[src/tpg_pkg.sv]
`timescale 1ns / 1ps
// ----------------------------------------------------------------------------
// tpg_pkg
// Shared types and constants of the trapezoid profile pulse generator.
// ----------------------------------------------------------------------------
package tpg_pkg;

   localparam int FractionBitsDefault = 16;

   localparam int PeakWidth     = 32;
   localparam int TickWidth     = 16;
   localparam int PosWidth      = 48;
   localparam int CountWidth    = 16;
   localparam int CsrIndexWidth = 2;
   localparam int CsrDataWidth  = 32;

   // Divider: |peak * m| < 2^48, quotient < 2^31, divisor 2R < 2^17
   localparam int MultWidth = 18;
   localparam int ProdWidth = PeakWidth + MultWidth;
   localparam int DivWidth  = TickWidth + 1;
   localparam int QuotWidth = PeakWidth - 1;
   localparam int IterWidth = $clog2(QuotWidth + 1);

   typedef enum logic [CsrIndexWidth-1:0] {
      REG_PEAK_RATE   = 2'd0,
      REG_RAMP_TICKS  = 2'd1,
      REG_TOTAL_TICKS = 2'd2
   } csr_index_type;

   typedef enum logic [2:0] {
      OP_WAIT,
      OP_SETUP,
      OP_MUL,
      OP_ABS,
      OP_DIV,
      OP_SIGN,
      OP_ROUND,
      OP_EMIT
   } op_type;

   typedef struct packed {
      op_type op;
      logic   take;
   } ctrl_type;

   typedef struct packed {
      logic idle_axis;
      logic skip_div;
      logic div_more;
      logic out_busy;
   } status_type;

endpackage

[src/tpg_seq.sv]
`timescale 1ns / 1ps
// ----------------------------------------------------------------------------
// tpg_seq
// Microcode sequencer: step counter, control store and conditional jumps.
// ----------------------------------------------------------------------------
module tpg_seq import tpg_pkg::*; (
   input  logic       clock,
   input  logic       reset,
   input  logic       req_valid,
   input  status_type status,
   output logic       req_stall,
   output ctrl_type   ctrl
);

   localparam int StepWidth = 3;

   typedef enum logic [2:0] {
      COND_NEVER,
      COND_NO_REQ,
      COND_IDLE_AXIS,
      COND_SKIP_DIV,
      COND_DIV_MORE,
      COND_OUT_BUSY
   } cond_type;

   typedef struct packed {
      op_type                 op;
      cond_type               cond;
      logic [StepWidth-1:0]   target;
   } uword_type;

   localparam logic [StepWidth-1:0] S_WAIT  = 3'd0;
   localparam logic [StepWidth-1:0] S_SETUP = 3'd1;
   localparam logic [StepWidth-1:0] S_MUL   = 3'd2;
   localparam logic [StepWidth-1:0] S_ABS   = 3'd3;
   localparam logic [StepWidth-1:0] S_DIV   = 3'd4;
   localparam logic [StepWidth-1:0] S_SIGN  = 3'd5;
   localparam logic [StepWidth-1:0] S_ROUND = 3'd6;
   localparam logic [StepWidth-1:0] S_EMIT  = 3'd7;

   function automatic uword_type ucode(input logic [StepWidth-1:0] addr);
      uword_type w;
      case (addr)
         S_WAIT:  w = '{op: OP_WAIT,  cond: COND_NO_REQ,    target: S_WAIT};
         S_SETUP: w = '{op: OP_SETUP, cond: COND_IDLE_AXIS, target: S_EMIT};
         S_MUL:   w = '{op: OP_MUL,   cond: COND_SKIP_DIV,  target: S_ROUND};
         S_ABS:   w = '{op: OP_ABS,   cond: COND_NEVER,     target: S_WAIT};
         S_DIV:   w = '{op: OP_DIV,   cond: COND_DIV_MORE,  target: S_DIV};
         S_SIGN:  w = '{op: OP_SIGN,  cond: COND_NEVER,     target: S_WAIT};
         S_ROUND: w = '{op: OP_ROUND, cond: COND_NEVER,     target: S_WAIT};
         S_EMIT:  w = '{op: OP_EMIT,  cond: COND_OUT_BUSY,  target: S_EMIT};
         default: w = '{op: OP_WAIT,  cond: COND_NEVER,     target: S_WAIT};
      endcase
      return w;
   endfunction

   logic [StepWidth-1:0] step_ff;
   logic [StepWidth-1:0] step_in;
   uword_type            uw;
   logic                 jump;

   always_comb begin
      uw = ucode(step_ff);
      case (uw.cond)
         COND_NEVER:     jump = 1'b0;
         COND_NO_REQ:    jump = !req_valid;
         COND_IDLE_AXIS: jump = status.idle_axis;
         COND_SKIP_DIV:  jump = status.skip_div;
         COND_DIV_MORE:  jump = status.div_more;
         COND_OUT_BUSY:  jump = status.out_busy;
         default:        jump = 1'b0;
      endcase
      // EMIT is the last word; falling through wraps to WAIT
      step_in = jump ? uw.target : step_ff + StepWidth'(1);
   end

   always_ff @(posedge clock) begin
      if (reset) begin
         step_ff <= S_WAIT;
      end else begin
         step_ff <= step_in;
      end
   end

   assign req_stall = (uw.op != OP_WAIT);
   assign ctrl.op   = uw.op;
   assign ctrl.take = (uw.op == OP_WAIT) && req_valid;

endmodule

[src/tpg_datapath.sv]
`timescale 1ns / 1ps
// ----------------------------------------------------------------------------
// tpg_datapath
// Profile registers, multiplier, shift-subtract divider, rounding with
// residue carry, position accumulator and the result word register.
// ----------------------------------------------------------------------------
module tpg_datapath import tpg_pkg::*; #(
   parameter int FRACTION_BITS = FractionBitsDefault
) (
   input  logic                          clock,
   input  logic                          reset,
   input  ctrl_type                      ctrl,
   output status_type                    status,
   input  logic                          csr_wr_en,
   input  logic [CsrIndexWidth-1:0]      csr_index,
   input  logic [CsrDataWidth-1:0]       csr_wr_data,
   input  logic [TickWidth-1:0]          req_step_index,
   output logic                          rsp_valid,
   input  logic                          rsp_stall,
   output logic [CountWidth-1:0]         rsp_pulse_count,
   output logic                          rsp_direction,
   output logic signed [PosWidth-1:0]    rsp_position
);

   localparam int ResW   = FRACTION_BITS + 2;
   localparam int WholeW = PeakWidth - FRACTION_BITS;
   localparam int CntW   = (WholeW + 2 > CountWidth + 1) ? WholeW + 2 : CountWidth + 1;
   localparam int FracXW = FRACTION_BITS + 4;

   localparam logic signed [ResW-1:0] One      = ResW'(1 << FRACTION_BITS);
   localparam logic signed [ResW-1:0] MinusOne = -One;
   localparam logic [FracXW-1:0]      SevenOne = FracXW'(7 << FRACTION_BITS);

   // profile registers
   logic signed [PeakWidth-1:0] peak_ff;
   logic [TickWidth-1:0]        ramp_ff;
   logic [TickWidth-1:0]        total_ff;

   // state
   logic signed [ResW-1:0]      residue_ff, residue_in;
   logic signed [PosWidth-1:0]  pos_ff, pos_in;

   // working registers
   logic [TickWidth-1:0]        k_ff, k_in;
   logic signed [MultWidth-1:0] mult_ff, mult_in;
   logic [DivWidth-1:0]         div_ff, div_in;
   logic                        skip_ff, skip_in;
   logic signed [ProdWidth-1:0] prod_ff, prod_in;
   logic                        neg_ff, neg_in;
   logic [DivWidth-1:0]         rem_ff, rem_in;
   logic [QuotWidth-1:0]        sh_ff, sh_in;
   logic [IterWidth-1:0]        iter_ff, iter_in;
   logic signed [PeakWidth-1:0] d_ff, d_in;
   logic [CountWidth-1:0]       count_ff, count_in;
   logic                        dir_ff, dir_in;

   // result word
   logic                        rsp_valid_ff;
   logic [CountWidth-1:0]       rsp_count_ff;
   logic                        rsp_dir_ff;
   logic signed [PosWidth-1:0]  rsp_pos_ff;
   logic                        out_busy;
   logic                        emit;

   // setup terms
   logic [TickWidth-1:0]        r_eff;
   logic [TickWidth:0]          k_plus_r;
   logic                        in_ramp, in_cruise, in_down;
   logic signed [MultWidth-1:0] m_ramp, m_down;

   // divider terms
   logic [ProdWidth-1:0]        mag;
   logic [DivWidth:0]           rem_sh, diff;
   logic                        ge;

   // rounding terms
   logic [PeakWidth-1:0]        d_mag;
   logic [WholeW-1:0]           whole;
   logic [FRACTION_BITS-1:0]    frac;
   logic [FracXW-1:0]           frac_x10;
   logic                        round_up;
   logic signed [ResW-1:0]      frac_s, res_a;
   logic [CntW-1:0]             cnt_a, cnt_b;

   assign out_busy = rsp_valid_ff && rsp_stall;
   assign emit     = (ctrl.op == OP_EMIT) && !out_busy;

   always_comb begin
      r_eff     = (ramp_ff == '0) ? TickWidth'(1) : ramp_ff;
      in_ramp   = (k_ff <= r_eff);
      k_plus_r  = {1'b0, k_ff} + {1'b0, r_eff};
      // k <= T - R without going negative
      in_cruise = (k_plus_r <= {1'b0, total_ff});
      in_down   = (k_ff <= total_ff);
      m_ramp    = $signed({1'b0, k_ff, 1'b0}) - MultWidth'(1);
      m_down    = $signed({1'b0, total_ff - k_ff, 1'b1});

      mag    = prod_ff[ProdWidth-1] ? ProdWidth'(-prod_ff) : ProdWidth'(prod_ff);
      rem_sh = {rem_ff, sh_ff[QuotWidth-1]};
      diff   = rem_sh - {1'b0, div_ff};
      ge     = !diff[DivWidth];

      d_mag    = d_ff[PeakWidth-1] ? PeakWidth'(-d_ff) : PeakWidth'(d_ff);
      whole    = d_mag[PeakWidth-1:FRACTION_BITS];
      frac     = d_mag[FRACTION_BITS-1:0];
      frac_x10 = FracXW'(frac) * FracXW'(10);
      round_up = (frac_x10 > SevenOne);
      frac_s   = $signed({2'b00, frac});
      res_a    = residue_ff + (round_up ? frac_s - One : frac_s);
      cnt_a    = CntW'(whole) + CntW'(round_up);
   end

   always_comb begin
      k_in       = k_ff;
      mult_in    = mult_ff;
      div_in     = div_ff;
      skip_in    = skip_ff;
      prod_in    = prod_ff;
      neg_in     = neg_ff;
      rem_in     = rem_ff;
      sh_in      = sh_ff;
      iter_in    = iter_ff;
      d_in       = d_ff;
      count_in   = count_ff;
      dir_in     = dir_ff;
      residue_in = residue_ff;
      pos_in     = pos_ff;
      cnt_b      = cnt_a;
      if (ctrl.take) begin
         k_in = req_step_index;
      end
      case (ctrl.op)
         OP_SETUP: begin
            div_in   = {r_eff, 1'b0};
            count_in = '0;
            dir_in   = 1'b0;
            if (in_ramp) begin
               mult_in = m_ramp;
               skip_in = 1'b0;
            end else if (in_cruise) begin
               d_in    = peak_ff;
               skip_in = 1'b1;
            end else if (in_down) begin
               mult_in = m_down;
               skip_in = 1'b0;
            end else begin
               d_in    = '0;
               skip_in = 1'b1;
            end
         end
         OP_MUL: begin
            prod_in = ProdWidth'(peak_ff) * ProdWidth'(mult_ff);
         end
         OP_ABS: begin
            // quotient fits QuotWidth bits, so the top bits start below the divisor
            neg_in  = prod_ff[ProdWidth-1];
            rem_in  = mag[QuotWidth+DivWidth-1:QuotWidth];
            sh_in   = mag[QuotWidth-1:0];
            iter_in = IterWidth'(QuotWidth);
         end
         OP_DIV: begin
            rem_in  = ge ? diff[DivWidth-1:0] : rem_sh[DivWidth-1:0];
            sh_in   = {sh_ff[QuotWidth-2:0], ge};
            iter_in = iter_ff - IterWidth'(1);
         end
         OP_SIGN: begin
            d_in = neg_ff ? -$signed({1'b0, sh_ff}) : $signed({1'b0, sh_ff});
         end
         OP_ROUND: begin
            pos_in = pos_ff + PosWidth'(d_ff);
            dir_in = !d_ff[PeakWidth-1] && (d_ff != '0);
            if (res_a >= One) begin
               residue_in = res_a - One;
               cnt_b      = cnt_a + CntW'(1);
            end else if ((res_a <= MinusOne) && (cnt_a != '0)) begin
               residue_in = res_a + One;
               cnt_b      = cnt_a - CntW'(1);
            end else begin
               residue_in = res_a;
            end
            count_in = (|cnt_b[CntW-1:CountWidth]) ? '1 : cnt_b[CountWidth-1:0];
         end
         default: begin
         end
      endcase
   end

   always_ff @(posedge clock) begin
      if (reset) begin
         peak_ff      <= '0;
         ramp_ff      <= TickWidth'(1);
         total_ff     <= '0;
         residue_ff   <= '0;
         pos_ff       <= '0;
         rsp_valid_ff <= 1'b0;
      end else begin
         if (csr_wr_en) begin
            case (csr_index)
               REG_PEAK_RATE:   peak_ff  <= $signed(csr_wr_data[PeakWidth-1:0]);
               REG_RAMP_TICKS:  ramp_ff  <= csr_wr_data[TickWidth-1:0];
               REG_TOTAL_TICKS: total_ff <= csr_wr_data[TickWidth-1:0];
               default: begin
               end
            endcase
         end
         residue_ff <= residue_in;
         pos_ff     <= pos_in;
         if (emit) begin
            rsp_valid_ff <= 1'b1;
         end else if (!rsp_stall) begin
            rsp_valid_ff <= 1'b0;
         end
      end
   end

   always_ff @(posedge clock) begin
      k_ff     <= k_in;
      mult_ff  <= mult_in;
      div_ff   <= div_in;
      skip_ff  <= skip_in;
      prod_ff  <= prod_in;
      neg_ff   <= neg_in;
      rem_ff   <= rem_in;
      sh_ff    <= sh_in;
      iter_ff  <= iter_in;
      d_ff     <= d_in;
      count_ff <= count_in;
      dir_ff   <= dir_in;
      if (emit) begin
         rsp_count_ff <= count_ff;
         rsp_dir_ff   <= dir_ff;
         rsp_pos_ff   <= pos_ff;
      end
   end

   assign status.idle_axis = (peak_ff == '0);
   assign status.skip_div  = skip_ff;
   assign status.div_more  = (iter_ff != IterWidth'(1));
   assign status.out_busy  = out_busy;

   assign rsp_valid       = rsp_valid_ff;
   assign rsp_pulse_count = rsp_count_ff;
   assign rsp_direction   = rsp_dir_ff;
   assign rsp_position    = rsp_pos_ff;

endmodule

[src/trapezoid_profile_pulse_generator_top.sv]
`timescale 1ns / 1ps
// Steps per word: setup; if peak_rate is 0, straight to emit. Else multiply; a ramp
//   tick (up or down) then runs magnitude, shift-subtract divider and sign, a cruise
//   or after-end tick skips them; then round and emit. The next word is taken once
//   the result is in the output register, which may still be waiting on rsp_stall.
// Reset (synchronous): position and residue clear, peak_rate 0, ramp_ticks 1,
//   total_ticks 0, sequencer back to its wait step.
// ----------------------------------------------------------------------------
// trapezoid_profile_pulse_generator_top
// Per-tick trapezoidal profile step generator for one axis.
// ----------------------------------------------------------------------------
module trapezoid_profile_pulse_generator_top import tpg_pkg::*; #(
   parameter int FRACTION_BITS = FractionBitsDefault
) (
   input  logic                          clock,
   input  logic                          reset,
   input  logic                          csr_wr_en,
   input  logic [CsrIndexWidth-1:0]      csr_index,
   input  logic [CsrDataWidth-1:0]       csr_wr_data,
   input  logic                          req_valid,
   output logic                          req_stall,
   input  logic [TickWidth-1:0]          req_step_index,
   output logic                          rsp_valid,
   input  logic                          rsp_stall,
   output logic [CountWidth-1:0]         rsp_pulse_count,
   output logic                          rsp_direction,
   output logic signed [PosWidth-1:0]    rsp_position
);

   ctrl_type   ctrl;
   status_type status;

   tpg_seq u_seq (
      .clock     (clock),
      .reset     (reset),
      .req_valid (req_valid),
      .status    (status),
      .req_stall (req_stall),
      .ctrl      (ctrl)
   );

   tpg_datapath #(
      .FRACTION_BITS (FRACTION_BITS)
   ) u_datapath (
      .clock           (clock),
      .reset           (reset),
      .ctrl            (ctrl),
      .status          (status),
      .csr_wr_en       (csr_wr_en),
      .csr_index       (csr_index),
      .csr_wr_data     (csr_wr_data),
      .req_step_index  (req_step_index),
      .rsp_valid       (rsp_valid),
      .rsp_stall       (rsp_stall),
      .rsp_pulse_count (rsp_pulse_count),
      .rsp_direction   (rsp_direction),
      .rsp_position    (rsp_position)
   );

endmodule
[config.mk]
export PLATFORM = sky130hd
export DESIGN_NAME = trapezoid_profile_pulse_generator_top
export DESIGN_NICKNAME = d
export VERILOG_FILES = /design/src/tpg_pkg.sv /design/src/tpg_seq.sv /design/src/tpg_datapath.sv /design/src/trapezoid_profile_pulse_generator_top.sv
export SDC_FILE = /design/constraint.sdc
export NUM_CORES = 2
export LEC_CHECK = 0
export ABC_AREA = 1
export BUFFER_PORTS_ARGS = -buffer_cell sky130_fd_sc_hd__buf_4
export CORE_ASPECT_RATIO = 1.75
export CORE_UTILIZATION = 59
export CTS_CLUSTER_DIAMETER = 60
export DETAILED_ROUTE_END_ITERATION = 16
export GPL_TIMING_DRIVEN = 0
export PLACE_DENSITY = 0.79
export SETUP_SLACK_MARGIN = 0.5
export SKIP_LAST_GASP = 1
export SLEW_MARGIN = 10
export SYNTH_ARGS = -nofsm -noshare
export SYNTH_HDL_FRONTEND = slang
export SYNTH_SLANG_ARGS = --single-unit
export TNS_END_PERCENT = 10
[constraint.sdc]
create_clock -name clock -period 6.9 [get_ports clock]
set_clock_uncertainty 0.2 [all_clocks]
set_input_delay 1.725 -clock clock [delete_from_list [all_inputs] [get_ports clock]]
set_output_delay 1.725 -clock clock [all_outputs]
set_load 0.01 [all_outputs]
# After elaboration in Yosys (flattened, before gate mapping)
# Memories as Yosys holds them, arrays and structs flattened. A register that Yosys moved wholly into a read port is not among the register bits.
# Index checks and enable logic that the tools add are counted.
dict set report totals {
  register_bits 403
  latch_bits 0
  mem_bits_rw 0
  romBits 72
  output_inout_bits 67
  n_memories 1
}
# memory depth word_bits read_ports rd_ports_with_merged_regs write_ports line_no
set memory_table {}
lappend memory_table {{(name not given)} 8 9 1 1 0 tpg_seq.sv:43} ;# case (addr)
dict set report classes {
  n_addsub 17
  mul 2
  n_div 0
  order_cmp 6
  n_eq_ne 19
  n_shift 0
  mux 31
  n_bitwise 0
  reduce_logical 26
}
# operator n
set op_table {}
lappend op_table {{two-way mux 18 bit} 9}
lappend op_table {{two-way mux 32 bit} 5}
lappend op_table {{case mux 32 bit (2 select lines)} 1}
lappend op_table {{case mux 31 bit (2 select lines)} 1}
lappend op_table {{multiplier 32 x 18 -> 50 bit} 1}
lappend op_table {{adder 48 x 32 -> 48 bit} 1}
lappend op_table {{two-way mux 48 bit} 1}
lappend op_table {{negator 48 bit} 1}
lappend op_table {{case mux 17 bit (2 select lines)} 1}
lappend op_table {{<= comparator 16 bit} 2}
lappend op_table {{zero test 32 bit} 1}
lappend op_table {{two-way mux 16 bit} 2}
lappend op_table {{negator 31 -> 32 bit} 1}
lappend op_table {{negator 32 bit} 1}
lappend op_table {{case mux 16 bit (2 select lines)} 1}
lappend op_table {{nonzero test 32 bit} 1}
lappend op_table {{> comparator 20 x 19 -> 1 bit, second input constant} 1}
lappend op_table {{multiplier 16 x 3 -> 19 bit, second input constant} 1}
lappend op_table {{adder 18 x 1 -> 18 bit, second input constant} 1}
lappend op_table {{adder 18 bit} 1}
lappend op_table {{adder 18 bit, second input constant} 1}
lappend op_table {{== test 3 bit, second input constant} 6}
lappend op_table {{>= comparator 18 bit, second input constant} 1}
lappend op_table {{<= comparator 18 x 17 -> 1 bit, second input constant} 1}
lappend op_table {{other kinds (36)} 58}

# Depth between registers and ports, before layout
dict set report depth {
  depth_word 14
  ltp_mapped 41
  mapped_depth_nobuf 40
}

# Modules after synthesis
# From an unflattened synthesis, not the netlist that was laid out.
dict set report unflattened {
  cells_unflattened 5983
  hier_area_um2 47311.6
}
# module n_inst cells_each area_each_um2 seq_area_each_um2
set by_module_without_submodules {}
lappend by_module_without_submodules {tpg_datapath 1 5918 46771.1 10640.2}
lappend by_module_without_submodules {tpg_seq 1 65 540.5 240.2}

# Worst setup path after synthesis
# OpenSTA, ideal clock, no wires.
dict set report synth_timing {
  kind {register to register}
  startpoint {register u_datapath.ramp_ff[12]}
  endpoint {register u_datapath.d_ff[0] (enable)}
  setup_ns 0.421
  arrival_ns 5.926
  t_required_ns 6.279
  path_slack_ns 0.353
  path_stages_with_launch 31
  n_path_buf 0
  path_cell_list {dfxtp_1 > nor4_1 > nand3_1 > o41ai_1 > ha_1 > fa_1 > nand3_1 > and2_1 > nor2_1 > o21ai_0 > nand2_1 > nand2_1 > nand2_1 > nand2_1 > nand2_1 > a21oi_1 > o21bai_1 > a21oi_1 > o21bai_1 > nand3_1 > nand2_1 > xor2_1 > ha_1 > nand4_1 > nor4_1 > nand3_1 > nand2_1 > inv_1 > a21oi_1 > nor2_1 > nor2_1}
}
dict set report synth_between {
  elab_chain_len 6
  elab_cells_between_ends 8
  cone_classes {add/sub: 1; order compare: 2; eq/ne: 2; mux: 1; reduce/logical: 2}
}
# element line_no
set synth_rtl {}
lappend synth_rtl {{from (decl)} tpg_datapath.sv:36} ;# logic [TickWidth-1:0] ramp_ff;
lappend synth_rtl {{from (signal assigned)} tpg_datapath.sv:191} ;# ramp_ff <= TickWidth'(1);
lappend synth_rtl {{from (signal assigned)} tpg_datapath.sv:200} ;# REG_RAMP_TICKS: ramp_ff <= csr_wr_data[TickWidth-1:0];
lappend synth_rtl {{zero test 16 bit (*)} tpg_datapath.sv:89} ;# r_eff = (ramp_ff == '0) ? TickWidth'(1) : ramp_ff;
lappend synth_rtl {{two-way mux 16 bit (*)} tpg_datapath.sv:89}
lappend synth_rtl {{net u_datapath.r_eff[0]} tpg_datapath.sv:66} ;# logic [TickWidth-1:0] r_eff;
lappend synth_rtl {{adder 16 x 16 -> 17 bit} tpg_datapath.sv:91} ;# k_plus_r = {1'b0, k_ff} + {1'b0, r_eff};
lappend synth_rtl {{<= comparator 17 x 16 -> 1 bit} tpg_datapath.sv:93} ;# in_cruise = (k_plus_r <= {1'b0, total_ff});
lappend synth_rtl {{inequality test 3 x 2 -> 1 bit (no source line)} --}
lappend synth_rtl {{AND reduction 3 bit (no source line) (*)} --}
lappend synth_rtl {{to (signal assigned)} tpg_datapath.sv:226} ;# d_ff <= d_in;
lappend synth_rtl {{to (decl)} tpg_datapath.sv:53} ;# logic signed [PeakWidth-1:0] d_ff, d_in;
# The timed path passes the listed nets; every way through them passes the cells marked *.
# A chain may end at the register's enable or synchronous reset.

# Worst setup path after layout
dict set report layout_timing {
  startpoint {register u_datapath.mult_ff[17]}
  endpoint {register u_datapath.prod_ff[46], data pin}
}
dict set report layout_between {
  elab_chain_len 1
}
# element line_no
set layout_rtl {}
lappend layout_rtl {{from (decl)} tpg_datapath.sv:45} ;# logic signed [MultWidth-1:0] mult_ff, mult_in;
lappend layout_rtl {{from (signal assigned)} tpg_datapath.sv:218} ;# mult_ff <= mult_in;
lappend layout_rtl {{multiplier 32 x 18 -> 50 bit} tpg_datapath.sv:152} ;# prod_in = ProdWidth'(peak_ff) * ProdWidth'(mult_ff);
lappend layout_rtl {{to (signal assigned)} tpg_datapath.sv:221} ;# prod_ff <= prod_in;
lappend layout_rtl {{to (decl)} tpg_datapath.sv:48} ;# logic signed [ProdWidth-1:0] prod_ff, prod_in;
# Every way passes these cells.

==> flow_summary_export.csv <==
group,metric,value,unit
sta,period_needed,6.70,ns
setup_path,crit_slowest_cell,"fa_2",
synth,ys_types,73,
final_layout,drive_above_1_share,14.4,%
synth,syn-mean-instance-area,8.03,um2
global_route,use_met3,12.4,%
sta,rsz0062_at_grt,"yes",
drt,wl_per_cell,25.8,um
floorplan,dieHeight,376,um
floorplan,placementRows,136,
hold_path,min_path_type,"reg2reg",
drt,antenna_left,0,
drt,vias,43500,
floorplan,io_pins,122,
status,status,"complete, no violations",
clock_network,clock_path_buffers,3,
synth,synth-edff-count,267,
setup_path,start_kind,"flip-flop",
drt,first_iter_violations,3454,
sta,fmax,149,MHz
setup_path,path_class,"reg2reg",
setup_path,worst_setup_path_end_kind,"flip-flop",
synth,synthXorXnorAreaFrac,3.86,%
synth,synth-compound-area-share,11.1,%
global_route,grt_use_met1,41.6,%
floorplan,die_w,216,um
final_layout,fin_cells,7297,
synth,yosysSeqAreaShare,23.1,%
clock_network,htree_levels,2,
setup_path,required,7.06,ns
setup_path,crit_chain,"clkbuf_8 > clkinvlp_4 > or2_4 > fa_1 > fa_1 > inv_1 > fa_1 > inv_1 > fa_2 > fa_1 > inv_2 > fa_2 > ha_4 > a21oi_4 > o21ai_2 > a21oi_2 > o221ai_2 > a21oi_4 > inv_2 > a31oi_4 > o21ai_2 > nand2_1 > nand3_1 > xor2_2",
synth,ys_ff_latch,410,
sta,hold_viol,0,
synth,synth_warnings,0,
synth,synthArstFlopShare,0,%
placement,dp.cells,7032,
synth,yosysMostFrequentCell,"inv_1",
setup_path,critPathMostFrequentCell,"fa_1",
placement,hpwl,146,mm
drt,drt_wl_total,188,mm
global_route,grt_use_total,46.6,%
pwr,p_seq_share,16.5,%
sta,slew-limit-headroom,15.2,%
synth,synth_top_family_by_area,"adder cells",
placement,port_buffers,121,
synth,synth_mux_area_share,0.0213,%
synth,synth_fa_ha_area_share,32.0,%
global_route,busiest_layer,"met2",
final_layout,synthToLayoutAreaGrowth,17.0,%
setup_path,cpPeakStageDelay,0.55,ns
clock_network,cts-buffers-inserted,43,
pwr,p_sw,14.5,mW
global_route,grt_pass1_wl,272,mm
floorplan,initial_core_util,59.8,%
sta,drv_slew,0,
drt,viasPerCell,5.96,
synth,post-synth-top-area-fraction,23.8,%
setup_path,cp.arrival,6.86,ns
pwr,swShare,53.9,%
floorplan,core_area,78800,um2
setup_path,reg2reg_slack,0.20,ns
final_layout,final_cell_area,55100,um2
pwr,vdd_drop_max,0.652,mV
synth,synth_ff_type,"edfxtp_1",
pwr,p_int,12.3,mW
global_route,grt_util_met2,79.8,%
drt,drt-pass1-iter-count,7,
pwr,p_per_area,487,nW/um2
synth,syn_area,47100,um2
placement,gp_congestion,1.07,
synth,syn_nets,6787,
pwr,leakage,26.4,nW
synth,yosys-top-cells-area,"fa_1 24%, edfxtp_1 17%, inv_1 11%, nand2_1 8.9%, ha_1 8.2%",
drt,post-route-drc-count,0,
setup_path,cp_max_fo,4,
clock_network,clock_latency,0.63,ns
floorplan,dieArea,81000,um2
clock_network,clock-root-buffer,"clkbuf_16",
clock_network,path_clk_slew,0.07,ns
sta,tightest_slew,1.27,ns
synth,yosys.area.top_type,"fa_1",
clock_network,tritoncts,"done",
synth,synth_common_cells,"1,327 x inv_1, 1,118 x nand2_1, 559 x fa_1",
global_route,grt_max_degree,34,
clock_network,cts_hold_buf,0,
clock_network,cts.sinks,410,
global_route,antenna_found_initial,12,
sta,period_share,97.0,%
pwr,clockPowerShare,9.1,%
flow_run,max_cap_violations,0,
placement,postPlaceCellArea,49500,um2
pwr,combPwrFrac,74.5,%
global_route,grt-ovfl-total,0,
global_route,grt_pass1_vias,44248,
sta,setup_viol,0,
synth,netlist_instances,5863,
final_layout,nets,7145,
synth,synth_simple_gate_area_share,17.3,%
[power by group through the flow]
stage / logic [mW] / registers (mW) / clock network [mW]
global placement: 15.5 / 4.54 / 0
floorplan: 10.6 / 4.17 / 0
global route: 21.1 / 4.44 / 2.51
detailed placement: 15.8 / 4.50 / 0
CTS: 17.8 / 4.37 / 2.42
finish: 20.0 / 4.41 / 2.43
[final timing paths]
| kind | start | to | depth (start not counted) |
|---|---|---|---|
| max | u_datapath.mult_ff[17] | u_datapath.prod_ff[46] | 24 |
| max reg2reg | u_datapath.mult_ff[17] | u_datapath.prod_ff[46] | 24 |
| min | u_datapath.count_ff[10] | u_datapath.rsp_pulse_count[10] | 0 |
| min reg2reg | u_datapath.count_ff[10] | u_datapath.rsp_pulse_count[10] | 0 |
[flip-flops by register name, summed over array words and instances, names as in the netlist, 9 cells and up]
signal,count
u_seq.uw,9
u_datapath.div_ff,16
u_datapath.rsp_pulse_count,16
u_datapath.mult_ff,17
u_datapath.total_ff,16
u_datapath.residue_ff,18
u_datapath.peak_ff,32
u_datapath.d_ff,32
u_datapath.k_ff,16
u_datapath.rem_ff,17
u_datapath.pos_ff,48
u_datapath.prod_ff,49
u_datapath.count_ff,16
u_datapath.sh_ff,31
u_datapath.ramp_ff,16
u_datapath.rsp_position,48
[cells by family (layout without fill, tap and decap cells)]
kind of cell               after synthesis  count (layout)
other                                    0               6
DFF                                    410             410
and+or+nand+nor                       1908            1908
AOI/OAI and AO/OA                      912             912
muxes                                    1               1
xor gates and xnor gates               206             206
adders and majority gates              869             869
buffers and inverters                 1557            1950
[metal layers]
layer	wire, um	share of wire, %	vias to the layer above
met4	27000	14	14
met5	87	0.046	-
met2	91200	49	2502
met3	15600	8.3	1199
met1	54200	29	20756
li1	-	-	19029
[metrics by stage]
stage,worst slack [ns],power (mW),setup TNS [ns],hold slack (ns),util (%)
after floorplan,0.371,14.8,0,0.200,-
after global placement,-1.55,20.0,-106.05,0.203,62.6
after detailed placement,-1.57,20.3,-52.31,0.211,62.8
after CTS,0.352,24.6,0,0.215,68.4
after global routing,0.0336,28.1,0,0.225,69.9
final,0.205,26.8,0,0.219,69.9
[worst max-delay path: cells and delay by family, from the launching register on]
family | cells | cell delay (ns)
buffers and inverters | 6 | 0.75
AO/OA/AOI/OAI | 7 | 1.02
XOR/XNOR | 1 | 0.18
AND/OR/NAND/NOR | 3 | 0.53
flip-flops | 1 | 0.51
adder cells (fa/ha/maj) | 7 | 3.24
[layout by cell type (no fill, tap or decap), types with 32 or more instances in the layout]
cell type / instances
ha_4: 33
xor2_1: 124
xnor2_1: 62
dfxtp_1: 126
o21ai_0: 300
inv_1: 1304
a21oi_1: 303
nand3_1: 152
nor2_1: 332
clkbuf_16: 66
buf_4: 294
nand4_1: 62
clkbuf_1: 82
nor3_1: 60
o31ai_1: 32
edfxtp_1: 267
ha_1: 265
a31oi_1: 33
fa_1: 537
o21bai_1: 48
nand2_2: 54
clkbuf_8: 48
nand2_1: 1093
[area by class of cell]
type / count / area, um2
Antenna cell: 6 / 15.0
Multi-Input combinational cell: 3896 / 31700
Timing Repair Buffer: 313 / 2550
Clock inverter: 28 / 303
Tap cell: 1035 / 1290
Buffer: 214 / 2040
Inverter: 1343 / 5060
Fill cell: 6373 / 23700
Clock buffer: 52 / 1140
Sequential cell: 410 / 10900
[repair_timing]
action                                  in CTS  in global routing
buffers inserted                           112                 67
pin swaps                                   61                 89
gates resized for setup                    537                141
gates cloned                                 0                  0
endpoints found under the setup margin     116                115
(Power assumes the default switching activity.)
